===== src/rtl/core/edrs_pkg.sv =====
`timescale 1ns / 1ps
`default_nettype none
// ----------------------------------------------------------------------------
// edrs_pkg
// Types and constants shared by the c-scan disk request scheduler.
// ----------------------------------------------------------------------------
package edrs_pkg;

	localparam int TableDepthDefault = 32;

	localparam int          SectorsPerTrack = 9;
	localparam int          TracksPerCyl    = 2;
	localparam int          CylsPerDisk     = 40;
	localparam logic [15:0] MAX_BYTES   = 16'd1024;
	localparam logic [15:0] BLOCK_LIMIT =
		16'(CylsPerDisk * TracksPerCyl * SectorsPerTrack / TracksPerCyl);
	localparam logic [3:0]  SECTORS     = 4'(SectorsPerTrack);
	// reciprocal of 9, exact for every 16-bit dividend
	localparam logic [18:0] DIV9_MUL    = 19'd466034;
	localparam int          Div9Shift   = 22;

	localparam logic [7:0] OP_READ  = 8'd1;
	localparam logic [7:0] OP_WRITE = 8'd2;
	localparam logic [7:0] OP_IDLE  = 8'd0;

	typedef enum logic [1:0] {
		ST_SERVED  = 2'd0,
		ST_IDLE    = 2'd1,
		ST_ACCEPT  = 2'd2,
		ST_DROPPED = 2'd3
	} status_t;

	typedef enum logic [1:0] {
		S_IDLE,
		S_SCAN,
		S_DIV,
		S_FIN
	} state_t;

	typedef struct packed {
		logic [7:0]  op;
		logic [15:0] id;
		logic [15:0] blk;
		logic [15:0] size;
		logic [31:0] addr;
		logic [15:0] age;
	} entry_t;

endpackage
`default_nettype wire


===== src/rtl/core/edrs_cell.sv =====
`timescale 1ns / 1ps
`default_nettype none
// ----------------------------------------------------------------------------
// edrs_cell
// One table slot; takes its neighbor's contents while the table rotates.
// ----------------------------------------------------------------------------
module edrs_cell (
	input  wire logic            clk,
	input  wire logic            arst_n,
	input  wire logic            shift,
	input  wire logic            nb_valid,
	input  wire edrs_pkg::entry_t nb_entry,
	input  wire logic            wr,
	input  wire edrs_pkg::entry_t wr_entry,
	input  wire logic            clr,
	output logic                 valid_q,
	output edrs_pkg::entry_t     entry_q
);
	import edrs_pkg::*;

	always_ff @(posedge clk or negedge arst_n) begin
		if (!arst_n) begin
			valid_q <= 1'b0;
		end else if (shift) begin
			valid_q <= nb_valid;
		end else if (wr) begin
			valid_q <= 1'b1;
		end else if (clr) begin
			valid_q <= 1'b0;
		end
	end

	always_ff @(posedge clk) begin
		if (shift) begin
			entry_q <= nb_entry;
		end else if (wr) begin
			entry_q <= wr_entry;
		end
	end

endmodule
`default_nettype wire


===== src/rtl/core/elevator_disk_request_scheduler_core.sv =====
`timescale 1ns / 1ps
`default_nettype none
// ----------------------------------------------------------------------------
// elevator_disk_request_scheduler_core
// C-SCAN scheduler: a rotating row of slot cells, scanned one slot a cycle.
// ----------------------------------------------------------------------------
// channel   signals                                   handshake
// request   kind op_code request_id req_block ...     start & !busy
// result    status out_request_id ... error_flags     strobe, one cycle
//
// a submit leaves busy low, so submits may follow each cycle
// a serve keeps busy high while the table rotates once through slot 0 past
// the compare unit, then through a divide-by-9 state and an output state
// the result beat appears in the cycle after the last working cycle
// reset clears all slot valid bits, the arrival count and the last block
// the receiver cannot stall; busy is the only back pressure
module elevator_disk_request_scheduler_core #(
	parameter int TABLE_DEPTH = edrs_pkg::TableDepthDefault
) (
	input  wire logic        clk,
	input  wire logic        arst_n,
	input  wire logic        start,
	output logic             busy,
	input  wire logic        kind,
	input  wire logic [7:0]  op_code,
	input  wire logic [15:0] request_id,
	input  wire logic [15:0] req_block,
	input  wire logic signed [15:0] req_size,
	input  wire logic [31:0] data_address,
	output logic             strobe,
	output logic [1:0]       status,
	output logic [15:0]      out_request_id,
	output logic [7:0]       out_op_code,
	output logic [15:0]      out_block,
	output logic signed [15:0] out_size,
	output logic [31:0]      out_address,
	output logic [12:0]      cylinder,
	output logic             track,
	output logic [3:0]       sector,
	output logic [3:0]       error_flags
);
	import edrs_pkg::*;

	localparam int IW = $clog2(TABLE_DEPTH);

	state_t state_q, state_d;

	logic   [TABLE_DEPTH-1:0] valid_w;
	entry_t                   entry_w [TABLE_DEPTH];
	logic   [TABLE_DEPTH-1:0] wr_w, clr_w;
	entry_t                   wr_entry;
	logic                     shift;

	logic [15:0]   counter_q, last_q;
	logic [IW-1:0] cnt_q, best_idx_q;
	logic          found_q;
	logic [32:0]   best_key_q;
	entry_t        best_q;
	logic [12:0]   quo_q;

	logic          accept, submit, serve;
	logic          full;
	logic [IW-1:0] free_idx;
	logic [15:0]   age_gap, bm1;
	logic [32:0]   key;
	logic          take;
	logic [34:0]   prod;
	logic [15:0]   rem16;
	logic [3:0]    rem;
	logic [4:0]    sec2;
	logic          neg, pow2;
	logic [3:0]    flags;

	assign accept = start && !busy;
	assign submit = accept && !kind;
	assign serve  = accept && kind;
	assign shift  = (state_q == S_SCAN);

	// lowest free slot
	always_comb begin
		full     = 1'b1;
		free_idx = '0;
		for (int i = TABLE_DEPTH - 1; i >= 0; i--) begin
			if (!valid_w[i]) begin
				full     = 1'b0;
				free_idx = IW'(i);
			end
		end
	end

	always_comb begin
		wr_entry.op   = op_code;
		wr_entry.id   = request_id;
		wr_entry.blk  = req_block;
		wr_entry.size = req_size;
		wr_entry.addr = data_address;
		wr_entry.age  = counter_q;
	end

	for (genvar g = 0; g < TABLE_DEPTH; g++) begin : g_cell
		assign wr_w[g]  = submit && (op_code != OP_IDLE) && !full && (free_idx == IW'(g));
		assign clr_w[g] = (state_q == S_DIV) && found_q && (best_idx_q == IW'(g));
		edrs_cell u_cell (
			.clk      (clk),
			.arst_n   (arst_n),
			.shift    (shift),
			.nb_valid (valid_w[(g + 1) % TABLE_DEPTH]),
			.nb_entry (entry_w[(g + 1) % TABLE_DEPTH]),
			.wr       (wr_w[g]),
			.wr_entry (wr_entry),
			.clr      (clr_w[g]),
			.valid_q  (valid_w[g]),
			.entry_q  (entry_w[g])
		);
	end

	// key: entries below the head sort last, then block, then oldest
	assign age_gap = counter_q - entry_w[0].age;
	assign key     = {entry_w[0].blk < last_q, entry_w[0].blk, ~age_gap};
	assign take    = valid_w[0] && (!found_q || key < best_key_q);

	assign bm1  = best_q.blk - 16'd1;
	assign prod = 35'(bm1) * 35'(DIV9_MUL);
	assign rem16 = bm1 - {quo_q, 3'b000} - 16'(quo_q);
	assign rem   = rem16[3:0];
	assign sec2  = {rem, 1'b0};
	assign neg   = best_q.size[15];
	assign pow2  = (best_q.blk & bm1) == 16'd0;
	assign flags = {(neg && pow2) || (!neg && best_q.size > MAX_BYTES),
		(best_q.blk < 16'd1) || (best_q.blk > BLOCK_LIMIT),
		best_q.id == 16'd0,
		(best_q.op != OP_READ) && (best_q.op != OP_WRITE)};

	always_comb begin
		state_d = state_q;
		unique case (state_q)
			S_IDLE: if (serve) state_d = S_SCAN;
			S_SCAN: if (cnt_q == IW'(TABLE_DEPTH - 1)) state_d = S_DIV;
			S_DIV:  state_d = S_FIN;
			S_FIN:  state_d = S_IDLE;
			default: state_d = S_IDLE;
		endcase
	end

	always_comb begin
		busy = (state_q != S_IDLE);
	end

	always_ff @(posedge clk or negedge arst_n) begin
		if (!arst_n) begin
			state_q   <= S_IDLE;
			counter_q <= '0;
			last_q    <= '0;
			cnt_q     <= '0;
			found_q   <= 1'b0;
			strobe    <= 1'b0;
		end else begin
			state_q <= state_d;
			strobe  <= 1'b0;
			if (submit) begin
				strobe <= 1'b1;
				if (op_code != OP_IDLE && !full) begin
					counter_q <= counter_q + 16'd1;
				end
			end
			if (serve) begin
				cnt_q   <= '0;
				found_q <= 1'b0;
			end
			if (state_q == S_SCAN) begin
				cnt_q <= cnt_q + IW'(1);
				if (take) found_q <= 1'b1;
			end
			if (state_q == S_FIN) begin
				strobe <= 1'b1;
				if (found_q) last_q <= best_q.blk;
			end
		end
	end

	always_ff @(posedge clk) begin
		if (state_q == S_SCAN && take) begin
			best_key_q <= key;
			best_q     <= entry_w[0];
			best_idx_q <= cnt_q;
		end
		if (state_q == S_DIV) begin
			quo_q <= prod[Div9Shift +: 13];
		end
		if (submit) begin
			if (op_code == OP_IDLE) status <= ST_IDLE;
			else if (full)          status <= ST_DROPPED;
			else                    status <= ST_ACCEPT;
			out_request_id <= '0;
			out_op_code    <= '0;
			out_block      <= '0;
			out_size       <= '0;
			out_address    <= '0;
			cylinder       <= '0;
			track          <= 1'b0;
			sector         <= '0;
			error_flags    <= '0;
		end else if (state_q == S_FIN) begin
			if (found_q) begin
				status         <= ST_SERVED;
				out_request_id <= best_q.id;
				out_op_code    <= best_q.op;
				out_block      <= best_q.blk;
				out_size       <= best_q.size;
				out_address    <= best_q.addr;
				error_flags    <= flags;
				if (best_q.blk != 16'd0) begin
					cylinder <= quo_q;
					track    <= rem >= 4'd5;
					sector   <= (sec2 > {1'b0, SECTORS}) ?
						4'(sec2 - {1'b0, SECTORS}) : sec2[3:0];
				end else begin
					cylinder <= '0;
					track    <= 1'b0;
					sector   <= '0;
				end
			end else begin
				status         <= ST_IDLE;
				out_request_id <= '0;
				out_op_code    <= '0;
				out_block      <= '0;
				out_size       <= '0;
				out_address    <= '0;
				cylinder       <= '0;
				track          <= 1'b0;
				sector         <= '0;
				error_flags    <= '0;
			end
		end
	end

endmodule
`default_nettype wire

===== config.mk =====
export PLATFORM = sky130hd
export DESIGN_NAME = elevator_disk_request_scheduler_core
export DESIGN_NICKNAME = d
export VERILOG_FILES = /design/src/rtl/core/edrs_pkg.sv /design/src/rtl/core/edrs_cell.sv /design/src/rtl/core/elevator_disk_request_scheduler_core.sv
export SDC_FILE = /design/constraint.sdc
export NUM_CORES = 2
export LEC_CHECK = 0
export ABC_AREA = 1
export ABC_CLOCK_PERIOD_IN_PS = 18700
export BUFFER_PORTS_ARGS = -buffer_cell sky130_fd_sc_hd__buf_2
export CAP_MARGIN = 40
export CORE_AREA = 3 3 486 681
export CTS_CLUSTER_DIAMETER = 200
export DETAILED_ROUTE_END_ITERATION = 10
export DIE_AREA = 0 0 489 684
export PLACE_DENSITY_LB_ADDON = 0.25
export SYNTH_ARGS = -nofsm -noshare
export SYNTH_HDL_FRONTEND = slang
export SYNTH_SLANG_ARGS = --single-unit

===== constraint.sdc =====
create_clock -name clk -period 18.7 [get_ports clk]
set_input_delay 0.935 -clock clk [delete_from_list [all_inputs] [get_ports clk]]
set_output_delay 0.935 -clock clk [all_outputs]
set_load 0.01 [all_outputs]

==> results.json <==
{
  "cp.arrival_ns": 8.01,
  "crit_type": "flop to flop",
  "clock_latency_ns": 0.90,
  "wl_per_cell_um": 20.5,
  "grt_antenna_before_repair": 4,
  "syn_inst": 12700,
  "cp_max_fo": 11,
  "fmax_mhz": 135,
  "status": "completed",
  "cts.sinks": 3636,
  "synth-seq-cells": 3636,
  "crit_path_top_delay_cell": "fa_1",
  "portBuffers": 205,
  "dpl.hpwl_um": 208000,
  "path_clk_slew_ns": 0.06,
  "crit_path_end_kind": "flop",
  "async_reset_ff_share_pct": 2.01,
  "cts_tree": "yes",
  "ys_warn_count": 0,
  "postRouteAntennaNets": 0,
  "startpoint_type": "flop",
  "num_rows": 248,
  "cts_setup_buffers": 0,
  "finalHoldViolCount": 0,
  "grt_remaining_overflow": 0,
  "period_share_pct": 39.5,
  "dr.pass1.iters": 7,
  "syn_to_final_growth_pct": 12.8,
  "syn-num-nets": 13100,
  "synth.most_common_cell": "nand2_1",
  "clock_path_buffers": 4,
  "slew_viol_final": 0,
  "period_needed_ns": 7.39,
  "root_buffer": "clkbuf_16",
  "die_h_um": 684,
  "numCtsBuffers": 359,
  "final_util_pct": 50.7,
  "yosysSeqAreaShare_pct": 73.7,
  "tns_ns": 0,
  "gp_congestion": 0.825,
  "finalSetupViolations": 0,
  "synth.top_cell.area_share_pct": 70.9,
  "grt_pass1_vias": 87300,
  "synth.distinct_cells": 53,
  "dieArea_um2": 334000,
  "cts_max_level": 5,
  "crit_buf_inv": 4,
  "drt_iter0_markers": 8829,
  "post_cts_resized": 0,
  "die-width_um": 489,
  "drive_gt1_share_pct": 7.94,
  "grt_max_degree": 222,
  "grt_use_total_pct": 21.0,
  "slew_headroom_pct": 27.4,
  "placed_cell_area_um2": 153000,
  "synth_top_area_cell": "edfxtp_1",
  "cap_violations": 0,
  "synth_top_cells_by_count": "7120 x nand2_1, 3453 x edfxtp_1, 420 x clkbuf_1",
  "cp_top_family": "adder cells",
  "worst_path_largest_cell_delay_ns": 0.53,
  "worst_slew_pin_slew_ns": 1.09,
  "synth_top_cells_by_area": "edfxtp_1 71%, nand2_1 18%, ha_1 1.9%",
  "stdcell_area_um2": 165000,
  "ios": 206,
  "placed_cells": 16700,
  "stdcell_count": 17300,
  "drcViolationCount": 0,
  "postCtsHoldBufs": 1,
  "grt_pass1_wl_um": 546000,
  "rsz0062_at_grt": "no",
  "avgSynthCellArea_um2": 11.5,
  "nNetsFinal": 13200,
  "routed_wl_um": 355000,
  "vias": 89600,
  "worstPathRequired_ns": 19.32,
  "viasPerCell": 5.17,
  "clock_skew_ns": 0.0705,
  "syn-cell-area_um2": 146000,
  "hp-class": "input port to flop",
  "synth_edf_count": 3453,
  "synth_ff_type": "edfxtp_1",
  "coreArea_um2": 326000,
  "start_util_pct": 44.9
}
==> final cells by class <==
type / instances / area (µm²)
clock buffer: 436 / 9420
sequential: 3636 / 108000
tap: 4250 / 5320
multi-input combinational: 8033 / 34800
clock inverter: 199 / 2170
inverter: 322 / 1220
fill: 28600 / 161000
antenna: 1 / 2.50
timing repair buffer: 470 / 4320
==> stage by stage <==
stage          setup slack [ns]  hold WS, ns
5_1_grt                   10.79        0.383
3_5_place_dp              11.25        0.434
4_1_cts                   11.19        0.330
3_3_place_gp              11.11        0.433
2_1_floorplan              9.93        0.426
6_report                  11.31        0.403
==> sequential cells by signal, summed over array words and instances (netlist names), 32 cells and up <==
signal,cells
g_cell.u_cell.entry_q,3328
best_q,72
best_key_q,33
g_cell.u_cell.valid_q,32
out_address,32
==> cell usage in the layout (no fill, tap or decap), types with 6 or more instances in the layout <==
cell type	Yosys	final
a21boi_0	6	6
a21oi_1	156	156
buf_12	0	19
buf_16	0	47
buf_2	4	204
buf_4	0	183
buf_8	0	16
bufinv_16	0	43
clkbuf_1	420	68
clkbuf_16	0	364
clkinv_1	1	66
clkinv_2	0	58
clkinv_4	0	6
clkinvlp_4	0	10
dfrtp_1	73	73
dfxtp_1	110	110
edfxtp_1	3453	3453
fa_1	76	76
ha_1	220	219
inv_1	318	317
inv_6	0	10
nand2_1	7120	7091
nand2_2	3	9
nand2_4	3	26
nand3_1	74	74
nand4_1	32	32
nor2_1	97	96
nor3_1	12	12
nor4_1	14	14
o21a_1	6	6
o21ai_0	86	86
o21bai_1	9	9
or2_2	13	13
xnor2_1	20	20
xor2_1	31	31
==> worst paths after layout <==
path,from,end,slack (ns),cells past startpoint
max reg2reg,best_key_q[16],quo_q[9],11.31,26
min,kind,out_block[5],0.40,3
max,best_key_q[16],quo_q[9],11.31,26
max in group asynchronous,arst_n,counter_q[7],17.01,3
min reg2reg,g_cell[0].u_cell.entry_q[50],best_q[50],0.44,0
min in group asynchronous,arst_n,strobe,0.48,2
==> logic make-up after synthesis <==
family | Yosys count | share of synthesized area [%]
AO/OA/AOI/OAI | 312 | 1.21
XOR/XNOR | 51 | 0.305
adder cells (fa/ha/maj) | 296 | 2.92
buffers and inverters | 1067 | 2.74
flip-flops | 3636 | 73.7
AND/OR/NAND/NOR | 7374 | 19.1
==> tightest hold or removal path, cell delays in order <==
cell	delay [ns]
buf_2	0.11
nor2_4	0.10
a21oi_1	0.12
==> metal layers <==
metal	vias to the layer above	share of wire (%)	global-route usage, %
li1	42000	-	-
met1	44600	44	30.0
met2	2493	48	34.6
met3	492	5.6	2.47
met4	2	2.2	4.88
met5	-	0.0051	0
Power is left out: the tool's default activity adds up to more than one toggle a clock period on the data nets, which glitch-free logic cannot reach.
